**config.mk**
```make
export PLATFORM = sky130hd
export DESIGN_NAME = page_free_list_allocator
export DESIGN_NICKNAME = d
export VERILOG_FILES = /design/src/rtl/pfla_pkg.sv /design/src/rtl/page_free_list_allocator.sv /design/src/rtl/pfla_ram.sv
export SDC_FILE = /design/constraint.sdc
export NUM_CORES = 1
export LEC_CHECK = 0
export BUFFER_PORTS_ARGS = -buffer_cell sky130_fd_sc_hd__buf_2
export CAP_MARGIN = 0
export CORE_UTILIZATION = 40
export CTS_CLUSTER_SIZE = 10
export DETAILED_ROUTE_END_ITERATION = 6
export GPL_TIMING_DRIVEN = 0
export SYNTH_ARGS = -nofsm -noshare
export SYNTH_HDL_FRONTEND = slang
export SYNTH_SLANG_ARGS = --single-unit
```
**constraint.sdc**
```tcl
create_clock -name clk -period 7.7 [get_ports clk]
set_input_delay 0.385 -clock clk [delete_from_list [all_inputs] [get_ports clk]]
set_output_delay 0.385 -clock clk [all_outputs]
set_load 0.05 [all_outputs]
```
**src/rtl/pfla_pkg.sv**
```systemverilog
package pfla_pkg;

  // Sequencer states
  typedef enum logic [1:0] {
    ST_INIT,
    ST_IDLE,
    ST_WALK,
    ST_RESP
  } state_t;

  // Request codes carried in tuser
  localparam logic FUNC_ALLOC = 1'b0;
  localparam logic FUNC_FREE  = 1'b1;

  // Result status codes
  localparam logic STATUS_DONE = 1'b0;
  localparam logic STATUS_NONE = 1'b1;

  // Payload widths fixed by the stream format
  localparam int PAGE_FIELD_W = 8;

endpackage

```
**src/rtl/page_free_list_allocator.sv**
```systemverilog
// Page frame allocator built on a free list of singly linked page chains.
// Requests enter on the s_axis channel: tuser selects allocate or free,
// tdata carries the page count and the head of a chain to release.
// Each request gives one result on m_axis: the first page granted (or
// the "no page" code POOL_PAGES) in tdata and a done/nothing-done flag
// in tuser.
// One request is in work at a time. A request walks the link table one
// link per cycle through a single read port of the link memory. An
// allocate stops after its page count or at the end of the free list, a
// free at the end of its chain or after POOL_PAGES pages. An empty list,
// a zero count and an out-of-range chain head skip the walk.
// After reset the block writes the initial links of all pages (page i
// points to page i+1) with s_axis_tready low.
// The result sits in an output register; the next request is accepted
// while it waits, and a finished request holds in its last state until
// the receiver takes the previous result.
module page_free_list_allocator #(
  parameter int POOL_PAGES = 128
) (
  input  logic        clk,
  input  logic        rst,
  // Requests
  input  logic        s_axis_tvalid,
  output logic        s_axis_tready,
  input  logic [15:0] s_axis_tdata,   // [7:0] page_count, [15:8] chain_head
  input  logic [0:0]  s_axis_tuser,   // [0] func
  // Results
  output logic        m_axis_tvalid,
  input  logic        m_axis_tready,
  output logic [7:0]  m_axis_tdata,   // [7:0] granted_head
  output logic [0:0]  m_axis_tuser    // [0] status
);

  localparam int AW  = $clog2(POOL_PAGES);
  localparam int LW  = $clog2(POOL_PAGES + 1);
  localparam int CW  = (AW > pfla_pkg::PAGE_FIELD_W) ? AW : pfla_pkg::PAGE_FIELD_W;
  localparam int PFW = pfla_pkg::PAGE_FIELD_W;

  localparam logic [LW-1:0]  NONE_LINK = LW'(POOL_PAGES);
  localparam logic [PFW-1:0] NONE_OUT  = PFW'(POOL_PAGES);

  pfla_pkg::state_t state, state_next;

  logic [CW-1:0]  cnt, cnt_next;
  logic [CW-1:0]  limit, limit_next;
  logic           op, op_next;
  logic [AW-1:0]  cur, cur_next;
  logic [AW-1:0]  first, first_next;
  logic [LW-1:0]  free_head, free_head_next;
  logic [PFW-1:0] res_head, res_head_next;
  logic           res_status, res_status_next;
  logic           out_valid, out_valid_next;
  logic [PFW-1:0] out_head, out_head_next;
  logic           out_status, out_status_next;

  logic           ram_we;
  logic [AW-1:0]  ram_waddr;
  logic [LW-1:0]  ram_wdata;
  logic [AW-1:0]  ram_raddr;
  logic [LW-1:0]  link;

  logic [PFW-1:0] in_count;
  logic [PFW-1:0] in_head;
  logic           in_func;
  logic           in_xfer;
  logic           link_ok;
  logic           step_ok;
  logic           head_ok;
  logic           free_ok;

  assign in_count = s_axis_tdata[7:0];
  assign in_head  = s_axis_tdata[15:8];
  assign in_func  = s_axis_tuser[0];
  assign in_xfer  = s_axis_tvalid && s_axis_tready;

  // Shared walk test: link in range and step budget left
  assign link_ok = (link < NONE_LINK);
  assign step_ok = (cnt < limit) && link_ok;
  assign head_ok = (32'(in_head) < POOL_PAGES);
  assign free_ok = (free_head < NONE_LINK);

  pfla_ram #(
    .WIDTH (LW),
    .DEPTH (POOL_PAGES)
  ) u_link_ram (
    .clk   (clk),
    .we    (ram_we),
    .waddr (ram_waddr),
    .wdata (ram_wdata),
    .raddr (ram_raddr),
    .rdata (link)
  );

  // Next state, datapath and memory control
  always_comb begin
    state_next      = state;
    cnt_next        = cnt;
    limit_next      = limit;
    op_next         = op;
    cur_next        = cur;
    first_next      = first;
    free_head_next  = free_head;
    res_head_next   = res_head;
    res_status_next = res_status;
    out_valid_next  = out_valid;
    out_head_next   = out_head;
    out_status_next = out_status;
    ram_we          = 1'b0;
    ram_waddr       = cur;
    ram_wdata       = NONE_LINK;
    ram_raddr       = cur;
    s_axis_tready   = 1'b0;

    // Drop the result once the receiver takes it
    if (out_valid && m_axis_tready) begin
      out_valid_next = 1'b0;
    end

    case (state)
      pfla_pkg::ST_INIT: begin
        // Write the initial chain, one entry per cycle
        ram_we    = 1'b1;
        ram_waddr = AW'(cnt);
        ram_wdata = LW'(cnt) + LW'(1);
        cnt_next  = cnt + CW'(1);
        if (cnt == CW'(POOL_PAGES - 1)) begin
          cnt_next   = '0;
          state_next = pfla_pkg::ST_IDLE;
        end
      end

      pfla_pkg::ST_IDLE: begin
        s_axis_tready = 1'b1;
        if (in_xfer) begin
          op_next  = in_func;
          cnt_next = '0;
          if (in_func == pfla_pkg::FUNC_ALLOC) begin
            // Start at the free head; fetch its link
            first_next = AW'(free_head);
            cur_next   = AW'(free_head);
            ram_raddr  = AW'(free_head);
            limit_next = CW'(in_count) - CW'(1);
            if (!free_ok || in_count == '0) begin
              res_head_next   = NONE_OUT;
              res_status_next = pfla_pkg::STATUS_NONE;
              state_next      = pfla_pkg::ST_RESP;
            end else begin
              state_next = pfla_pkg::ST_WALK;
            end
          end else begin
            // Start at the chain head; fetch its link
            first_next = AW'(in_head);
            cur_next   = AW'(in_head);
            ram_raddr  = AW'(in_head);
            limit_next = CW'(POOL_PAGES - 1);
            if (!head_ok) begin
              res_head_next   = NONE_OUT;
              res_status_next = pfla_pkg::STATUS_NONE;
              state_next      = pfla_pkg::ST_RESP;
            end else begin
              state_next = pfla_pkg::ST_WALK;
            end
          end
        end
      end

      pfla_pkg::ST_WALK: begin
        if (step_ok) begin
          // Advance one link and fetch the next
          cur_next  = AW'(link);
          ram_raddr = AW'(link);
          cnt_next  = cnt + CW'(1);
        end else begin
          ram_we          = 1'b1;
          ram_waddr       = cur;
          res_status_next = pfla_pkg::STATUS_DONE;
          if (op == pfla_pkg::FUNC_ALLOC) begin
            // Cut the granted chain off the free list
            ram_wdata      = NONE_LINK;
            free_head_next = link_ok ? link : NONE_LINK;
            res_head_next  = PFW'(first);
          end else begin
            // Splice the released chain onto the free list
            ram_wdata      = free_head;
            free_head_next = LW'(first);
            res_head_next  = NONE_OUT;
          end
          state_next = pfla_pkg::ST_RESP;
        end
      end

      pfla_pkg::ST_RESP: begin
        // Hold until the output register is free
        if (!out_valid || m_axis_tready) begin
          out_valid_next  = 1'b1;
          out_head_next   = res_head;
          out_status_next = res_status;
          state_next      = pfla_pkg::ST_IDLE;
        end
      end

      default: begin
        state_next = pfla_pkg::ST_INIT;
        cnt_next   = '0;
      end
    endcase
  end

  // State register
  always_ff @(posedge clk) begin
    if (rst) begin
      state <= pfla_pkg::ST_INIT;
    end else begin
      state <= state_next;
    end
  end

  // Control registers
  always_ff @(posedge clk) begin
    if (rst) begin
      cnt       <= '0;
      free_head <= '0;
      out_valid <= 1'b0;
    end else begin
      cnt       <= cnt_next;
      free_head <= free_head_next;
      out_valid <= out_valid_next;
    end
  end

  // Payload registers
  always_ff @(posedge clk) begin
    limit      <= limit_next;
    op         <= op_next;
    cur        <= cur_next;
    first      <= first_next;
    res_head   <= res_head_next;
    res_status <= res_status_next;
    out_head   <= out_head_next;
    out_status <= out_status_next;
  end

  assign m_axis_tvalid   = out_valid;
  assign m_axis_tdata    = out_head;
  assign m_axis_tuser[0] = out_status;

  // The free head is always a page or the "no page" code
  a_free_head_range: assert property (@(posedge clk) disable iff (rst)
    free_head <= NONE_LINK)
    else $error("free head out of range");

  // The walk never runs past its step budget
  a_walk_budget: assert property (@(posedge clk) disable iff (rst)
    (state == pfla_pkg::ST_WALK) |-> (cnt <= limit))
    else $error("walk counter past its limit");

  // One request at a time: no transfer in the cycle after a transfer
  a_one_request: assert property (@(posedge clk) disable iff (rst)
    (s_axis_tvalid && s_axis_tready) |=> !s_axis_tready)
    else $error("request accepted while busy");

  // A new result only comes from the response state
  a_result_source: assert property (@(posedge clk) disable iff (rst)
    $rose(m_axis_tvalid) |-> ($past(state) == pfla_pkg::ST_RESP))
    else $error("result raised outside response state");

endmodule

```
**src/rtl/pfla_ram.sv**
```systemverilog
module pfla_ram #(
  parameter int WIDTH = 8,
  parameter int DEPTH = 128
) (
  input  logic                     clk,
  input  logic                     we,
  input  logic [$clog2(DEPTH)-1:0] waddr,
  input  logic [WIDTH-1:0]         wdata,
  input  logic [$clog2(DEPTH)-1:0] raddr,
  output logic [WIDTH-1:0]         rdata
);

  logic [WIDTH-1:0] mem [DEPTH];

  // Write port and registered read port
  always_ff @(posedge clk) begin
    if (we) begin
      mem[waddr] <= wdata;
    end
    rdata <= mem[raddr];
  end

endmodule
```
[Word level (Yosys, flattened, before mapping)]
Memories as Yosys holds them, arrays and structs flattened. A register that Yosys moved wholly into a read port is not among the register bits.
Index checks and enable logic that the tools add are counted.
Operators by class
  add/subtract/negate cells: 2
  bitwise gates (word level): 1
  reductions and logical operators: 17
  equality and inequality tests: 11
  $lt $le $gt $ge: 4
  muxes and demuxes: 43
Operators with widths (number)
  8-bit two-way mux: 13
  8-bit case mux with 2 select lines: 2
  7-bit two-way mux: 4
  8-bit less-than comparator, second input constant: 3
  8-bit case mux with 3 select lines: 1
  1-bit two-way mux: 14
  7-bit case mux with 2 select lines: 1
  2-bit two-way mux: 5
  2-bit != test, second input constant: 5
  8-bit by 1-bit adder with 8-bit output, second input constant: 1
  8-bit by 7-bit equality test with 1-bit output, second input constant: 1
  8-bit zero test: 1
  8-bit less-than comparator: 1
  2-bit case mux with 4 select lines: 1
  8-bit by 1-bit subtractor with 8-bit output, second input constant: 1
  3-bit != test, second input constant: 2
  2-bit AND reduction: 3
  5-bit AND reduction: 1
  2-bit equality test, second input constant: 2
  1-bit case mux with 2 select lines: 2
  4-bit AND reduction: 1
  1-bit logical AND: 3
  3-bit AND reduction: 1
  3-bit nonzero test: 1
  other kinds (6): 8
Storage, ports and cells
  input port bits: 21
  memories kept: 1
  output and inout port bits: 11
  register bits: 60
  word-level logic and storage cells: 91
  memory bits (writable): 1024
Memory list
  u_link_ram.mem: depth 128, bits a word 8, rd ports 1, clocked after Yosys merged registers in 1, wr ports 1, line pfla_ram.sv:13  | logic [WIDTH-1:0] mem [DEPTH];

[Longest topological paths before layout]
  word-level depth: 7
  gate-level depth with buffers: 17

[Modules after synthesis]
A second synthesis with hierarchy kept.
Second synthesis, totals
  cell total of the unflattened synthesis: 1932
  area, all modules: 42758.5 um^2
Modules (own cells, without submodules)
  pfla_ram: area an instance 39665.5 um^2, times used 1, cells each 1635, seq. area each 30909.6 um^2
  page_free_list_allocator: area an instance 3093.0 um^2, times used 1, cells each 297, seq. area each 1541.5 um^2

[Worst setup path before layout]
No wires, ideal clock.
  kind: register -> register
  start point: register state[0]
  end point: memory u_link_ram.mem[0][5], data pin
  path buffers: 2
  stages on the path, launching flop included: 7
  arrival time: 6.293 ns
  path slack: 0.210 ns
  period minus slack after synthesis: 7.490 ns
  path through: dfxtp_1 inv_1 ha_1 clkbuf_1 clkinv_1 clkbuf_1 o21ai_0
Between the ends
  cells in the longest elaborated chain, start to end: 2
  elaborated cells between the ends (all ways): 3
RTL lines
  from (decl): line page_free_list_allocator.sv:42  | pfla_pkg::state_t state, state_next;
  from (signal assigned): line page_free_list_allocator.sv:212  | state <= pfla_pkg::ST_INIT;
  from (signal assigned): line page_free_list_allocator.sv:214  | state <= state_next;
  2-bit equality test or 2-bit zero test (tied branches): line page_free_list_allocator.sv:119  | case (state)
  8-bit case mux with 2 select lines *: line page_free_list_allocator.sv:119
  named net ram_wdata[5]: line page_free_list_allocator.sv:58  | logic [LW-1:0] ram_wdata;
  to (decl): line pfla_ram.sv:13
The timed path passes the listed nets; every way through them passes the cells marked *.

[Final worst setup path]
  start point: register state[1]
  end point: register u_link_ram.rdata[5] (read register of u_link_ram.mem)
Between the ends
  cells in the longest elaborated chain, start to end: 5
  elaborated cells between the ends (all ways): 6
RTL lines
  2-bit by 1-bit equality test with 1-bit output: line page_free_list_allocator.sv:119
  1-bit two-way mux: line page_free_list_allocator.sv:119
  1-bit logical AND: line page_free_list_allocator.sv:74  | assign in_xfer = s_axis_tvalid && s_axis_tready;
  7-bit two-way mux
  7-bit case mux with 2 select lines *
  to (decl): line pfla_ram.sv:10  | output logic [WIDTH-1:0] rdata
Mark *: on every way between the ends. The rest lies on a longest branch, timed or not.
A chain may end at the register's enable or synchronous reset.

==> flow_results.org <==
** Outcome
- The flow ran to the end, but the final reports show violations.
- Failing checks :: capacitance limit, slew limit

** Clocking
- The root buffer cell chosen for the clock tree is sky130_fd_sc_hd__clkbuf_16.
- The number of setup buffers added after CTS is 0.
- The clock net in this run drives a total of between 1000 and 1500 sinks.
- Post-CTS repair changed the size of 0 cells.
- The clock reaches the later pin of the worst-skew pair after 0.72 ns.
- The longest clock path from root to sink contains 3 buffers.
- Clock tree synthesis inserted a total of 120 buffers.
- Reg clk slew, reported paths :: 0.06 ns
- The clock tree synthesis step divided the H-tree into 3 levels.
- Clock tree from TritonCTS :: done

** Timing
- Worst Skew :: 0.0447 ns
- Number of endpoints failing setup at the final stage :: 0
- Subtracting the final worst setup slack from the clock period gives 5.44 ns.
- Hold violation total from the final report :: 0
- The worst pin sits at a relative slew slack of -4.39%.
- Final critical-path share of the clock period :: 70.7%
- RSZ-0062 raised after global routing :: false
- The total count of max-transition violations in the final report came to 11.
- Actual transition at the worst max-transition pin :: 1.57 ns
- Timing would allow up to 0.184 GHz.

** Placed design
- Placed wire-length estimate :: 82.8 mm
- Port buffering added 30 buffers.
- Routability-driven placement finished with a final weighted congestion of 0.979.

** Yosys
- Dividing the synthesized area by the synthesized cell count gives around 16 sq um.
- Mapped cell area :: 44200 sq um
- Synthesis produced 2844 cells.
- Adder-cell share of the synthesized area :: less than 1%
- Sequential element share of the synthesized area :: 73.4%
- For this run, asynchronously set or reset flops after synthesis account for 0%.
- Post-synth EDFFs :: 1058
- Yosys synthesis warning count :: 0
- Count of state elements after synthesis :: 1092
- Summing the areas of all compound-gate instances in the mapped netlist gives 4.72% of the synthesized area.
- Dominant register cell in the synthesized netlist :: sky130_fd_sc_hd__edfxtp_1
- The netlist uses 76 different library cells.
- Of the total synthesized cell area, the portion taken by XOR and XNOR cells is less than 1%.
- After synthesis, the largest family of logic cells by area is multiplexers.
- The portion of synthesized area spent on multiplexers is 10.2%.
- Post-Synth Simple-Gate Area :: under 10%
- Counting every net in the synthesized netlist gives roughly 2900.

** Critical path
- STA puts the critical path data required time at between 8 and 9 ns.
- Worst Setup Path Type :: flip-flop to flip-flop
- The kind of cell with the highest combined delay along the critical path is compound AO/OA/AOI/OAI gates.
- Of all nets on the critical path, the largest fanout is 21.
- The worst setup path is captured at a flip-flop.
- Buffers and inverters on the worst path :: 3
- Max stage delay cell, worst path :: sky130_fd_sc_hd__clkbuf_1
- Cell repeated most along the worst path :: sky130_fd_sc_hd__clkbuf_1
- For the worst setup path, the data arrival time is 6.02 ns.
- Crit path largest cell delay :: 0.91 ns
- Cells traversed along the worst timing path :: inv_1 > ha_1 > and2_1 > clkbuf_1 > nand2_1 > nor2_1 > a41oi_1 > a221oi_4 > nand3_1 > clkbuf_1 > o22ai_1 > nor4_1 > and4b_1 > o311ai_1
- Type of element launching the critical path :: flip-flop

** GRT
- Total Routing Usage GR :: 21.6%
- The number of antenna violations at the first check in global routing is 0.
- First-pass GRT wire length :: 175 mm
- Global route overflow :: 0
- Entering global routing, the biggest net connects 73 pins.
- Number of global-route vias before repair :: approximately 25000

** Worst hold path
- In this run the worst hold path is classified as input port to flip-flop.

** Power
- Peak ir drop on the vdd network :: 0.271 mV
- In this run the static leakage power is 18.0 nW.
- In this run the power density over the cells is 343 nW/um^2.
- The design draws about 17 mW.

** Floorplan
- Starting density of the core :: 40.5%
- For this design the top-level I/O count stands at 32.
- Die extent in y :: 334 um
- The die covers 112000 sq um.
- The region available for standard cell placement spans 109000 sq um.
- The die is 334 um wide.
- Number of cell rows :: 121

** Finish
- Cells fill between 40% and 50% of the core in the end.
- Fill count :: roughly 9400
- The repair_antennas step left the layout with diodes totalling 0.
- The post-route netlist has between 10% and 20% of its cells at a drive strength greater than 1.
- Relative to the synthesized area, the layout overhead comes to 13.7%.
- In the final design database the tool counted 3065 nets.

** Detailed routing
- In the routed design, unresolved DRC markers number 0.
- First-pass iteration count of the detailed router :: 6
- Ratio of routed vias to standard cells :: between 5 and 6
- The routed layout has 25900 vias.
- Final wirelength :: 121 mm
- Dividing the detail-routed wire length by the instance count gives around 27 um.
- Once detail routing completed, the nets flagged for antenna violations numbered 0.
- For this block, the initial DRC count from the detailed router was 3402.

** Job
- Across the run, the number of max-cap violations was 1.
-- tightest hold or removal path: stages --
cell and delay, ns:
sky130_fd_sc_hd__buf_2 0.10, sky130_fd_sc_hd__xnor2_1 0.07, sky130_fd_sc_hd__nand2b_1 0.06
-- cell usage in the layout (no fill, tap or decap), types with 18 or more instances in the layout --
master,count
sky130_fd_sc_hd__edfxtp_1,1058
sky130_fd_sc_hd__nand2_1,405
sky130_fd_sc_hd__mux2i_1,295
sky130_fd_sc_hd__nand3_1,215
sky130_fd_sc_hd__nor2_1,176
sky130_fd_sc_hd__clkbuf_16,121
sky130_fd_sc_hd__buf_2,98
sky130_fd_sc_hd__clkbuf_1,95
sky130_fd_sc_hd__mux4_2,65
sky130_fd_sc_hd__a21oi_1,45
sky130_fd_sc_hd__dfxtp_1,34
sky130_fd_sc_hd__a22o_1,32
sky130_fd_sc_hd__inv_1,26
sky130_fd_sc_hd__a311o_1,23
sky130_fd_sc_hd__buf_4,18
sky130_fd_sc_hd__nor2b_1,18
-- metal layers --
layer	vias up	share of wire [%]	global-route usage, %
met5	-	0	0
met4	0	4.2	9.17
met3	241	8.7	3.73
met2	1287	44	32.2
met1	13100	43	31.2
li1	11300	-	-
-- report_power, final --
part | internal (mW) | switching, mW
Clock | 2.81 | 2.19
Combinational | 1.51 | 3.47
Sequential | 7.20 | 0.0708
Total | 11.5 | 5.74
-- registers in the layout (all words and copies together) (netlist names) --
register          count
m_axis_tvalid         1
first                 7
m_axis_tdata          8
limit                 8
res_status            1
state                 2
free_head             8
u_link_ram.rdata      8
cnt                   8
u_link_ram.mem     1024
res_head              8
op                    1
cur                   7
m_axis_tuser          1
-- timing repair --
| item | in CTS | in global routing |
|---|---|---|
| endpoints found under the hold margin | 5 | 0 |
| endpoints found under the setup margin | 0 | 0 |
| hold buffers | 5 | 0 |
-- Yosys cell counts (8+ instances only) --
| library cell | instances | area share (%) |
|---|---|---|
| sky130_fd_sc_hd__a32oi_1 | 16 | 0.32 |
| sky130_fd_sc_hd__nor4_1 | 17 | 0.24 |
| sky130_fd_sc_hd__o22ai_1 | 17 | 0.24 |
| sky130_fd_sc_hd__buf_4 | 18 | 0.31 |
| sky130_fd_sc_hd__mux2i_1 | 295 | 6.7 |
| sky130_fd_sc_hd__a32o_1 | 8 | 0.18 |
| sky130_fd_sc_hd__nor3_1 | 8 | 0.091 |
| sky130_fd_sc_hd__a221oi_1 | 8 | 0.16 |
| sky130_fd_sc_hd__nor3b_1 | 8 | 0.14 |
| sky130_fd_sc_hd__buf_1 | 9 | 0.076 |
| sky130_fd_sc_hd__o311ai_1 | 8 | 0.16 |
| sky130_fd_sc_hd__a21oi_1 | 45 | 0.51 |
| sky130_fd_sc_hd__edfxtp_1 | 1058 | 72 |
| sky130_fd_sc_hd__a22o_1 | 33 | 0.65 |
| sky130_fd_sc_hd__nor2b_1 | 18 | 0.25 |
| sky130_fd_sc_hd__nand3_1 | 215 | 2.4 |
| sky130_fd_sc_hd__clkbuf_1 | 65 | 0.55 |
| sky130_fd_sc_hd__buf_2 | 68 | 0.77 |
| sky130_fd_sc_hd__a311o_1 | 23 | 0.52 |
| sky130_fd_sc_hd__dfxtp_1 | 34 | 1.5 |
| sky130_fd_sc_hd__o21ai_0 | 14 | 0.16 |
| sky130_fd_sc_hd__o2111ai_1 | 17 | 0.34 |
| sky130_fd_sc_hd__inv_1 | 26 | 0.22 |
| sky130_fd_sc_hd__mux4_2 | 65 | 3.3 |
| sky130_fd_sc_hd__ha_1 | 15 | 0.42 |
| sky130_fd_sc_hd__nor2_1 | 176 | 1.5 |
| sky130_fd_sc_hd__a211oi_1 | 17 | 0.29 |
| sky130_fd_sc_hd__nand2b_1 | 8 | 0.11 |
| sky130_fd_sc_hd__nand2_1 | 406 | 3.4 |
| sky130_fd_sc_hd__a22oi_1 | 12 | 0.20 |
| sky130_fd_sc_hd__and2_1 | 11 | 0.16 |
| sky130_fd_sc_hd__and3_1 | 11 | 0.16 |
-- layout make-up --
class                      count  area (sq um)  share of cell area, %
clock buffer                 151          3140                   6.25
sequential                  1092         32500                   64.6
timing repair buffer          63           866                   1.72
tap                         1476          1850                   3.68
multi-input combinational   1560         11000                   21.8
buffer                       161           764                   1.52
clock inverter                 9           104                  0.207
inverter                      31           116                  0.232
-- cell families (layout without fill, tap and decap cells) --
| logic type | Yosys count | count (layout) |
|---|---|---|
| muxes | 367 | 367 |
| AOI/OAI and AO/OA | 261 | 261 |
| xor gates and xnor gates | 9 | 9 |
| DFF | 1092 | 1092 |
| buffers and inverters | 192 | 415 |
| adders and majority gates | 15 | 15 |
| and+or+nand+nor | 908 | 908 |
-- worst paths after layout --
check             slack [ns]                   to  cells after the start            start
setup / recovery        2.26  u_link_ram.rdata[5]                     14         state[1]
hold / removal          0.03             limit[6]                      3  s_axis_tdata[6]
setup reg to reg        2.26  u_link_ram.rdata[5]                     14         state[1]
hold reg to reg         0.41      m_axis_tdata[6]                      0      res_head[6]
-- stage by stage --
step / area, sq um / instances / setup slack, ns / TNS, ns / hold slack, ns
after floorplan: 44200 / 2844 / 0.210 / 0 / 0.400
after global placement: 46200 / 4350 / -8.85 / -6236.22 / 0.404
after detailed placement: 47000 / 4378 / 2.42 / 0 / 0.405
final: 50200 / 4543 / 2.26 / 0 / 0.0272
after global routing: 50200 / 4543 / 2.13 / 0 / 0.0399
after CTS: 50200 / 4543 / 2.42 / 0 / 0.000148
Power figures use the tool's default switching activity.
